[src/rtl/core/iirdf2_pkg.sv]
// ============================================================================
// iirdf2_pkg
// Shared types, constants and helpers of the direct form II biquad filter.
// ============================================================================
package iirdf2_pkg;

    // Default build of the filter
    localparam int DEFAULT_FILTER_ORDER = 2;
    localparam int DEFAULT_SAMPLE_BITS  = 16;

    // Fixed arithmetic widths
    localparam int MAX_ORDER = 3;
    localparam int COEF_W    = 16;
    localparam int COEF_FRAC = 14;
    localparam int STATE_W   = 32;
    localparam int PROD_W    = COEF_W + STATE_W;
    localparam int ACC_W     = 52;
    localparam int Q_W       = ACC_W - COEF_FRAC;
    localparam int CFG_IDX_W = 3;
    localparam int TAP_W     = $clog2(MAX_ORDER + 1);

    // Half an LSB of the Q2.14 result, added before the floor shift
    localparam logic signed [ACC_W-1:0] HALF_LSB = ACC_W'(1) << (COEF_FRAC - 1);

    // Coefficient power-on values
    localparam logic signed [COEF_W-1:0] COEF_ONE  = COEF_W'(1) << COEF_FRAC;
    localparam logic signed [COEF_W-1:0] COEF_ZERO = '0;

    // Register map of the configuration port
    typedef enum logic [CFG_IDX_W-1:0] {
        REG_FF_ZERO = 3'd0,
        REG_FF_ONE  = 3'd1,
        REG_FF_TWO  = 3'd2,
        REG_FB_ONE  = 3'd3,
        REG_FB_TWO  = 3'd4
    } cfg_reg_t;

    typedef logic signed [COEF_W-1:0] coef_t;

    typedef struct packed {
        coef_t ff0;
        coef_t ff1;
        coef_t ff2;
        coef_t fb1;
        coef_t fb2;
    } coef_set_t;

    // Command word from the controller to the datapath
    typedef struct packed {
        logic             load;     // take the new item into the accumulators
        logic             mul;      // issue one product
        logic             mul_fb;   // product goes into the feedback sum
        logic             mul_w;    // product is b0 times the new intermediate
        logic [TAP_W-1:0] tap;      // delay tap k, 1 is the newest
        logic             round_w;  // round and saturate the intermediate
        logic             finish;   // round the output, load it, advance taps
    } dp_cmd_t;

    // Coefficient of tap k; third-order taps have no register and read zero
    function automatic coef_t coef_pick(coef_set_t c, logic fb, logic [TAP_W-1:0] tap);
        coef_t r;
        case (tap)
            TAP_W'(1): r = fb ? c.fb1 : c.ff1;
            TAP_W'(2): r = fb ? c.fb2 : c.ff2;
            default:   r = COEF_ZERO;
        endcase
        return r;
    endfunction

endpackage

[src/rtl/core/iirdf2_regs.sv]
// ============================================================================
// iirdf2_regs
// Coefficient register bank written through the configuration channel.
// ============================================================================
module iirdf2_regs
(
    input  logic                               clk,
    input  logic                               rst_n,
    input  logic                               cfg_valid,
    output logic                               cfg_ready,
    input  logic [iirdf2_pkg::CFG_IDX_W-1:0]   cfg_index,
    input  logic [iirdf2_pkg::COEF_W-1:0]      cfg_data,
    output iirdf2_pkg::coef_set_t              coef
);

    iirdf2_pkg::coef_set_t coef_reg;
    iirdf2_pkg::coef_set_t coef_next;

    // Always ready; writes outside the map drop
    assign cfg_ready = 1'b1;

    // Decode the register index
    always_comb
    begin
        coef_next = coef_reg;
        if (cfg_valid)
        begin
            case (iirdf2_pkg::cfg_reg_t'(cfg_index))
                iirdf2_pkg::REG_FF_ZERO: coef_next.ff0 = cfg_data;
                iirdf2_pkg::REG_FF_ONE:  coef_next.ff1 = cfg_data;
                iirdf2_pkg::REG_FF_TWO:  coef_next.ff2 = cfg_data;
                iirdf2_pkg::REG_FB_ONE:  coef_next.fb1 = cfg_data;
                iirdf2_pkg::REG_FB_TWO:  coef_next.fb2 = cfg_data;
                default:                 coef_next = coef_reg;
            endcase
        end
    end

    // Hold coefficients; b0 powers up as 1.0
    always_ff @(posedge clk or negedge rst_n)
    begin
        if (!rst_n)
        begin
            coef_reg.ff0 <= iirdf2_pkg::COEF_ONE;
            coef_reg.ff1 <= iirdf2_pkg::COEF_ZERO;
            coef_reg.ff2 <= iirdf2_pkg::COEF_ZERO;
            coef_reg.fb1 <= iirdf2_pkg::COEF_ZERO;
            coef_reg.fb2 <= iirdf2_pkg::COEF_ZERO;
        end
        else
        begin
            coef_reg <= coef_next;
        end
    end

    assign coef = coef_reg;

endmodule

[src/rtl/core/iirdf2_ctrl.sv]
// ============================================================================
// iirdf2_ctrl
// Sequencer for one item: products over the taps, rounding, output hand-off.
// ============================================================================
module iirdf2_ctrl
#(
    parameter int FILTER_ORDER = iirdf2_pkg::DEFAULT_FILTER_ORDER
)
(
    input  logic                  clk,
    input  logic                  rst_n,
    input  logic                  in_valid,
    output logic                  in_ready,
    output logic                  out_valid,
    input  logic                  out_ready,
    output iirdf2_pkg::dp_cmd_t   cmd
);

    localparam int STEP_W = $clog2(2 * FILTER_ORDER);
    localparam logic [STEP_W-1:0] LAST_STEP = STEP_W'(2 * FILTER_ORDER - 1);

    typedef enum logic [5:0] {
        S_IDLE    = 6'b000001,
        S_MAC     = 6'b000010,
        S_ROUND_W = 6'b000100,
        S_MUL_B0  = 6'b001000,
        S_ACC     = 6'b010000,
        S_FINISH  = 6'b100000
    } state_t;

    state_t              state_reg;
    state_t              state_next;
    logic [STEP_W-1:0]   step_reg;
    logic [STEP_W-1:0]   step_next;
    logic                out_valid_reg;
    logic                out_valid_next;
    logic                out_free;

    assign out_free = !out_valid_reg || out_ready;
    assign in_ready = (state_reg == S_IDLE);

    // Next state and datapath commands
    always_comb
    begin
        state_next = state_reg;
        step_next  = step_reg;
        cmd        = '0;
        case (state_reg)
            S_IDLE:
            begin
                if (in_valid)
                begin
                    cmd.load   = 1'b1;
                    step_next  = '0;
                    state_next = S_MAC;
                end
            end
            S_MAC:
            begin
                // Even steps feed back a_k, odd steps feed forward b_k, oldest tap first
                cmd.mul    = 1'b1;
                cmd.mul_fb = !step_reg[0];
                cmd.tap    = iirdf2_pkg::TAP_W'(FILTER_ORDER)
                           - iirdf2_pkg::TAP_W'(step_reg >> 1);
                if (step_reg == LAST_STEP)
                begin
                    state_next = S_ROUND_W;
                end
                else
                begin
                    step_next = step_reg + STEP_W'(1);
                end
            end
            S_ROUND_W:
            begin
                cmd.round_w = 1'b1;
                state_next  = S_MUL_B0;
            end
            S_MUL_B0:
            begin
                cmd.mul    = 1'b1;
                cmd.mul_w  = 1'b1;
                state_next = S_ACC;
            end
            S_ACC:
            begin
                state_next = S_FINISH;
            end
            S_FINISH:
            begin
                // Wait for the output register to drain
                if (out_free)
                begin
                    cmd.finish = 1'b1;
                    state_next = S_IDLE;
                end
            end
            default:
            begin
                state_next = S_IDLE;
            end
        endcase
    end

    // Output valid: set on finish, clear on take
    always_comb
    begin
        if (cmd.finish)
        begin
            out_valid_next = 1'b1;
        end
        else if (out_ready)
        begin
            out_valid_next = 1'b0;
        end
        else
        begin
            out_valid_next = out_valid_reg;
        end
    end

    always_ff @(posedge clk or negedge rst_n)
    begin
        if (!rst_n)
        begin
            state_reg     <= S_IDLE;
            step_reg      <= '0;
            out_valid_reg <= 1'b0;
        end
        else
        begin
            state_reg     <= state_next;
            step_reg      <= step_next;
            out_valid_reg <= out_valid_next;
        end
    end

    assign out_valid = out_valid_reg;

endmodule

[src/rtl/core/iirdf2_dp.sv]
// ============================================================================
// iirdf2_dp
// Shared 16x32 multiplier, feedback and output accumulators, delay line.
// ============================================================================
module iirdf2_dp
#(
    parameter int FILTER_ORDER = iirdf2_pkg::DEFAULT_FILTER_ORDER,
    parameter int SAMPLE_BITS  = iirdf2_pkg::DEFAULT_SAMPLE_BITS
)
(
    input  logic                        clk,
    input  logic                        rst_n,
    input  iirdf2_pkg::dp_cmd_t         cmd,
    input  iirdf2_pkg::coef_set_t       coef,
    input  logic [SAMPLE_BITS-1:0]      x_in,
    output logic [SAMPLE_BITS-1:0]      y_out,
    output logic                        clip_out
);

    localparam int ACC_W   = iirdf2_pkg::ACC_W;
    localparam int STATE_W = iirdf2_pkg::STATE_W;
    localparam int PROD_W  = iirdf2_pkg::PROD_W;
    localparam int Q_W     = iirdf2_pkg::Q_W;
    localparam int FRAC    = iirdf2_pkg::COEF_FRAC;

    localparam logic signed [STATE_W-1:0] W_MAX = {1'b0, {(STATE_W - 1){1'b1}}};
    localparam logic signed [STATE_W-1:0] W_MIN = {1'b1, {(STATE_W - 1){1'b0}}};
    localparam logic [SAMPLE_BITS-1:0]    Y_MAX = {1'b0, {(SAMPLE_BITS - 1){1'b1}}};
    localparam logic [SAMPLE_BITS-1:0]    Y_MIN = {1'b1, {(SAMPLE_BITS - 1){1'b0}}};

    logic signed [STATE_W-1:0]  delay_reg [FILTER_ORDER];
    logic                       sub_w_reg;
    logic                       add_y_reg;

    logic signed [ACC_W-1:0]    acc_w_reg;
    logic signed [ACC_W-1:0]    acc_w_next;
    logic signed [ACC_W-1:0]    acc_y_reg;
    logic signed [ACC_W-1:0]    acc_y_next;
    logic signed [PROD_W-1:0]   prod_reg;
    logic signed [PROD_W-1:0]   prod_next;
    logic signed [STATE_W-1:0]  w_reg;
    logic signed [STATE_W-1:0]  w_next;
    logic [SAMPLE_BITS-1:0]     y_reg;
    logic [SAMPLE_BITS-1:0]     y_next;
    logic                       clip_reg;
    logic                       clip_next;

    iirdf2_pkg::coef_t          coef_sel;
    logic signed [STATE_W-1:0]  data_tap;
    logic signed [STATE_W-1:0]  data_sel;
    logic signed [ACC_W-1:0]    w_sum;
    logic signed [Q_W-1:0]      w_q;
    logic signed [ACC_W-1:0]    y_sum;
    logic signed [Q_W-1:0]      y_q;

    // Select the tap value for the current product
    always_comb
    begin
        data_tap = '0;
        for (int j = 0; j < FILTER_ORDER; j++)
        begin
            if (cmd.tap == iirdf2_pkg::TAP_W'(j + 1))
            begin
                data_tap = delay_reg[j];
            end
        end
    end

    // Multiplier operands
    assign coef_sel  = cmd.mul_w ? coef.ff0 : iirdf2_pkg::coef_pick(coef, cmd.mul_fb, cmd.tap);
    assign data_sel  = cmd.mul_w ? w_reg : data_tap;
    assign prod_next = cmd.mul ? coef_sel * data_sel : prod_reg;

    // Accumulate the registered product, or load a new item
    always_comb
    begin
        acc_w_next = acc_w_reg;
        acc_y_next = acc_y_reg;
        if (cmd.load)
        begin
            acc_w_next = ACC_W'($signed(x_in)) <<< FRAC;
            acc_y_next = '0;
        end
        else
        begin
            if (sub_w_reg)
            begin
                acc_w_next = acc_w_reg - ACC_W'(prod_reg);
            end
            if (add_y_reg)
            begin
                acc_y_next = acc_y_reg + ACC_W'(prod_reg);
            end
        end
    end

    // Round half up and saturate the intermediate to 32 bits
    always_comb
    begin
        w_sum  = acc_w_reg + iirdf2_pkg::HALF_LSB;
        w_q    = w_sum[ACC_W-1:FRAC];
        w_next = w_reg;
        if (cmd.round_w)
        begin
            if ((w_q[Q_W-1:STATE_W-1] == '0) || (w_q[Q_W-1:STATE_W-1] == '1))
            begin
                w_next = w_q[STATE_W-1:0];
            end
            else
            begin
                w_next = w_q[Q_W-1] ? W_MIN : W_MAX;
            end
        end
    end

    // Round half up and saturate the output to the sample width
    always_comb
    begin
        y_sum     = acc_y_reg + iirdf2_pkg::HALF_LSB;
        y_q       = y_sum[ACC_W-1:FRAC];
        y_next    = y_reg;
        clip_next = clip_reg;
        if (cmd.finish)
        begin
            if ((y_q[Q_W-1:SAMPLE_BITS-1] == '0) || (y_q[Q_W-1:SAMPLE_BITS-1] == '1))
            begin
                y_next    = y_q[SAMPLE_BITS-1:0];
                clip_next = 1'b0;
            end
            else
            begin
                y_next    = y_q[Q_W-1] ? Y_MIN : Y_MAX;
                clip_next = 1'b1;
            end
        end
    end

    // Delay line and product tags
    always_ff @(posedge clk or negedge rst_n)
    begin
        if (!rst_n)
        begin
            for (int j = 0; j < FILTER_ORDER; j++)
            begin
                delay_reg[j] <= '0;
            end
            sub_w_reg <= 1'b0;
            add_y_reg <= 1'b0;
        end
        else
        begin
            sub_w_reg <= cmd.mul && cmd.mul_fb;
            add_y_reg <= cmd.mul && !cmd.mul_fb;
            // Advance the taps with the new intermediate
            if (cmd.finish)
            begin
                delay_reg[0] <= w_reg;
                for (int j = 1; j < FILTER_ORDER; j++)
                begin
                    delay_reg[j] <= delay_reg[j-1];
                end
            end
        end
    end

    // Arithmetic payload registers
    always_ff @(posedge clk)
    begin
        acc_w_reg <= acc_w_next;
        acc_y_reg <= acc_y_next;
        prod_reg  <= prod_next;
        w_reg     <= w_next;
        y_reg     <= y_next;
        clip_reg  <= clip_next;
    end

    assign y_out    = y_reg;
    assign clip_out = clip_reg;

endmodule

[src/rtl/core/iir_direct_form_two_top.sv]
// ============================================================================
// iir_direct_form_two_top
// Direct form II IIR filter on a stream of signed samples, Q2.14 coefficients.
// ============================================================================
//
//  Channel   Direction  Signals                     Content
//  s_axis    in         tvalid tready tdata         sample_in
//  m_axis    out        tvalid tready tdata tuser   sample_out, clipped
//  cfg       in         valid ready index data      coefficient write
//
//  The single shared 16x32 multiplier forms 2*FILTER_ORDER + 1 products in
//  turn for each item, and no new item is accepted until the current one has
//  been loaded into the output register.
//  Reset clears the delay line and loads b0 = 1.0, other coefficients zero.
//  The result sits in an output register; the next item is accepted while it
//  waits, and that item's result holds in the accumulator until it is taken.
//
module iir_direct_form_two_top
#(
    parameter int FILTER_ORDER = iirdf2_pkg::DEFAULT_FILTER_ORDER,
    parameter int SAMPLE_BITS  = iirdf2_pkg::DEFAULT_SAMPLE_BITS
)
(
    input  logic                                  clk,
    input  logic                                  rst_n,
    // Input samples
    input  logic                                  s_axis_tvalid,
    output logic                                  s_axis_tready,
    input  logic [((SAMPLE_BITS + 7) / 8) * 8-1:0] s_axis_tdata,  // sample_in
    // Filtered samples
    output logic                                  m_axis_tvalid,
    input  logic                                  m_axis_tready,
    output logic [((SAMPLE_BITS + 7) / 8) * 8-1:0] m_axis_tdata,  // sample_out
    output logic                                  m_axis_tuser,  // clipped
    // Coefficient writes
    input  logic                                  cfg_valid,
    output logic                                  cfg_ready,
    input  logic [iirdf2_pkg::CFG_IDX_W-1:0]      cfg_index,
    input  logic [iirdf2_pkg::COEF_W-1:0]         cfg_data
);

    localparam int OUT_W = ((SAMPLE_BITS + 7) / 8) * 8;

    iirdf2_pkg::coef_set_t      coef;
    iirdf2_pkg::dp_cmd_t        cmd;
    logic [SAMPLE_BITS-1:0]     y_out;

    iirdf2_regs u_regs
    (
        .clk       (clk),
        .rst_n     (rst_n),
        .cfg_valid (cfg_valid),
        .cfg_ready (cfg_ready),
        .cfg_index (cfg_index),
        .cfg_data  (cfg_data),
        .coef      (coef)
    );

    iirdf2_ctrl
    #(
        .FILTER_ORDER (FILTER_ORDER)
    )
    u_ctrl
    (
        .clk       (clk),
        .rst_n     (rst_n),
        .in_valid  (s_axis_tvalid),
        .in_ready  (s_axis_tready),
        .out_valid (m_axis_tvalid),
        .out_ready (m_axis_tready),
        .cmd       (cmd)
    );

    iirdf2_dp
    #(
        .FILTER_ORDER (FILTER_ORDER),
        .SAMPLE_BITS  (SAMPLE_BITS)
    )
    u_dp
    (
        .clk      (clk),
        .rst_n    (rst_n),
        .cmd      (cmd),
        .coef     (coef),
        .x_in     (s_axis_tdata[SAMPLE_BITS-1:0]),
        .y_out    (y_out),
        .clip_out (m_axis_tuser)
    );

    // Pad the sample to whole bytes
    assign m_axis_tdata = OUT_W'(y_out);

endmodule

[config.mk]
export PLATFORM = sky130hd
export DESIGN_NAME = iir_direct_form_two_top
export DESIGN_NICKNAME = d
export VERILOG_FILES = /design/src/rtl/core/iirdf2_pkg.sv /design/src/rtl/core/iirdf2_regs.sv /design/src/rtl/core/iirdf2_ctrl.sv /design/src/rtl/core/iirdf2_dp.sv /design/src/rtl/core/iir_direct_form_two_top.sv
export SDC_FILE = /design/constraint.sdc
export NUM_CORES = 2
export LEC_CHECK = 0
export BUFFER_PORTS_ARGS = -buffer_cell sky130_fd_sc_hd__buf_2
export CAP_MARGIN = 20
export CORE_MARGIN = 5
export CORE_UTILIZATION = 44
export DETAILED_ROUTE_END_ITERATION = 6
export GPL_ROUTABILITY_DRIVEN = 0
export PLACE_DENSITY = 0.61
export SLEW_MARGIN = 10
export SYNTH_ARGS = -nofsm -noshare
export SYNTH_HDL_FRONTEND = slang
export SYNTH_SLANG_ARGS = --single-unit
export TNS_END_PERCENT = 10
[constraint.sdc]
create_clock -name clk -period 16.45 [get_ports clk]
set_clock_uncertainty 0.1 [all_clocks]
set_input_delay 0.8225 -clock clk [delete_from_list [all_inputs] [get_ports clk]]
set_output_delay 0.8225 -clock clk [all_outputs]
set_load 0.05 [all_outputs]
==> results.py <==
metrics = {
    "sta": {
        "fin_crit_sh": 0.592,
        "worst_slew_pin_slew_ps": 1140,
        "finalSetupViolations": 0,
        "fin_crit_ps": 9740,
        "hold_violations": 0,
        "relSlewSlack": 0.232,
        "setup_ws_ps": 6710,
        "maxSlewViolCount": 0,
        "fmax_mhz": 103,
        "fin_tns_setup_ps": 0,
        "rsz0062_at_grt": "false",
    },
    "floorplan": {
        "dieWidth_um": 306,
        "rows": 108,
        "die_h_um": 306,
        "core-area_mm2": 0.0870,
        "pin_count": 60,
        "start_util": 0.444,
        "die-area_mm2": 0.0938,
    },
    "cts": {
        "clockBufferDepth": 3,
        "cts_hold_buf": 0,
        "worstSkewPairLatency_ps": 600,
        "postCtsResizedCells": 0,
        "htreeDepth": 2,
        "cts-root-buf": "clkbuf_16",
        "cts.sink_count": 356,
        "cts_tree": "yes",
        "post_cts_buffers": 0,
        "numCtsBuffers": 42,
        "path_clk_slew_ps": 60,
    },
    "logic_synthesis": {
        "synthArstFlopShare": 0.435,
        "yosysUniqueCellTypes": 84,
        "syn-cell-area_mm2": 0.0386,
        "synth_edf_count": 135,
        "syn_area_per_cell_um2": 9.06,
        "ys_ff_latch": 356,
        "syn_nets": 5010,
        "seq_area_frac_synth": 0.240,
        "synth_warnings": 0,
        "synthCells": 4263,
        "ys.flop_type": "dfrtp_1",
    },
    "final_layout": {
        "largest_reg_flops": 80,
        "fin_nets": 5014,
        "antenna_cells": 0,
        "syn2layout_area_growth_pct": 8.23,
        "drive_gt1_frac": 0.0756,
    },
    "global_route": {
        "grtUsageTotal": 0.223,
        "grt_pass1_vias": 30128,
        "grt_max_degree": 86,
        "antenna_found_initial": 4,
        "gr-total-overflow": 0,
        "grt_pass1_wl_mm": 168,
    },
    "route": {
        "via_per_inst": 5.42,
        "drt-pass1-iter-count": 5,
        "via_count": 29582,
        "post-route-drc-count": 0,
        "wl_mm": 104,
        "ant_nets": 0,
        "wire_per_inst_um": 19.1,
        "first_iter_violations": 1994,
    },
    "power": {
        "vdd_drop_max_mv": 0.0961,
        "switching_share": 0.418,
        "combPwrFrac": 0.456,
        "p_clk_frac": 0.225,
        "p_sw_mw": 1.79,
        "powerDensity_mw_per_mm2": 102,
        "p_seq_frac": 0.319,
        "power.internal_mw": 2.49,
        "leakage_nw": 19.4,
    },
    "setup_path": {
        "cpMostUsedCell": "fa_1",
        "critPathMaxStageDelay_ps": 850,
        "cpMaxStageDelayCell": "a211o_1",
        "end_kind": "flip-flop",
        "cp_data_required_time_ps": 16680,
        "path_class": "flip-flop to flip-flop",
        "path_delay_family": "compound AO/OA/AOI/OAI gates",
        "cp-start-kind": "flip-flop",
        "r2r_slack_ps": 6710,
        "arrival_ps": 9980,
        "crit_fanout": 25,
        "cp.buffers_inverters": 4,
    },
    "placement": {
        "place.detailed.hpwl_mm": 79.4,
        "dpl_worst_slack_ps": 6680,
        "io_buffer_count": 58,
    },
    "job": {
        "drv_cap": 0,
    },
    "status": {
        "status": "complete, no violations",
    },
    "hold_path": {
        "hp-class": "primary input to asynchronous set/reset pin",
    },
}
==> per-layer routing <==
layer	part of all wire	track usage	up-vias
met5	0.00033	0	-
li1	-	-	13862
met3	0.073	0.0409	144
met4	0.027	0.0554	6
met1	0.46	0.327	14636
met2	0.44	0.344	934
==> power groups by stage <==
stage	clock (mW)	combinational (mW)	sequential, mW
5_1_grt	1.02	2.19	1.39
2_1_floorplan	0	1.51	1.28
3_5_place_dp	0	1.93	1.38
4_1_cts	0.992	1.95	1.36
6_report	0.963	1.95	1.36
3_3_place_gp	0	1.91	1.37
==> path summary, 6_finish.rpt <==
check                                         start                  to  cells after the start
worst max-delay path            u_ctrl.state_reg[5]   u_dp.prod_reg[47]                     28
worst min-delay path                          rst_n     u_regs.coef[44]                      1
worst max register to register  u_ctrl.state_reg[5]   u_dp.prod_reg[47]                     28
worst min register to register   u_dp.delay_reg[41]   u_dp.delay_reg[9]                      2
max in group asynchronous                     rst_n  u_ctrl.step_reg[1]                      2
min in group clk                 u_dp.delay_reg[41]   u_dp.delay_reg[9]                      2
==> area by class of cell <==
type / instances / area [µm²]
well taps: 1155 / 1450
clock buffers: 50 / 1090
multi-input cells: 3103 / 26500
fillers: 8327 / 45200
flip-flops and latches: 356 / 9260
clock inverters: 27 / 322
inverters: 646 / 2420
repair buffers: 118 / 771
==> metrics by stage <==
| stage | hold slack (ps) | power (mW) | cells | util | instance area [µm²] |
|---|---|---|---|---|---|
| after detailed placement | 361 | 3.31 | 5377 | 0.464 | 40400 |
| after CTS | 215 | 4.30 | 5454 | 0.480 | 41800 |
| final | 188 | 4.28 | 5455 | 0.481 | 41800 |
| after global routing | 250 | 4.60 | 5455 | 0.481 | 41800 |
| after global placement | 357 | 3.28 | 5376 | 0.464 | 40400 |
| after floorplan | 341 | 2.79 | 4263 | - | 38600 |
==> worst reg2reg max path: cells and delay by family (launching register included) <==
kind	cells	cell delay, ps
DFF	1	430
and+or+nand+nor	5	1460
buffers and inverters	4	300
xor gates and xnor gates	1	90
AOI/OAI and AO/OA	11	3700
adders and majority gates	7	3430
==> synth_stat cells (all sizes together) (21+ instances only) <==
cell type  count  share of area
nor2         379          0.037
clkbuf       141          0.014
o21ai        156          0.020
ha           219          0.071
xor2          70          0.016
and3          23         0.0037
mux2i        119          0.031
dfrtp        153          0.099
xnor2        120          0.027
nor3          34         0.0044
a21o          94          0.018
nand3         57         0.0074
nor2b         24         0.0039
fa           488           0.25
a21oi        191          0.025
dfxtp         66          0.034
and2          29         0.0047
nand2        642          0.062
a31oi         24         0.0039
nand2b        28         0.0045
nand4         41         0.0070
mux2          83          0.024
edfxtp       135           0.10
a211oi        39         0.0076
inv          645          0.063
o21bai        21         0.0041
o21a          49         0.0095
==> layout by cell type (no fill, tap or decap), types with 83 or more instances in the layout <==
cell / n
nand2_1: 640
nor2_1: 376
xnor2_1: 120
ha_1: 219
fa_1: 488
edfxtp_1: 135
a21o_1: 94
dfrtp_1: 150
mux2_2: 83
inv_1: 644
o21ai_0: 116
a21oi_1: 189
mux2i_1: 119
==> logic make-up (layout without fill, tap and decap cells) <==
family / after synthesis / count (layout) / share of synthesized area
fa+ha+maj: 707 / 707 / 0.324
mux: 202 / 202 / 0.0550
buf+inv: 804 / 841 / 0.0784
other cells: 1 / 1 / 0.0000971
simple gates: 1333 / 1333 / 0.150
compound gates: 670 / 670 / 0.109
flops: 356 / 356 / 0.240
xor+xnor: 190 / 190 / 0.0433
No activity file was read; power rests on OpenSTA's default activity.
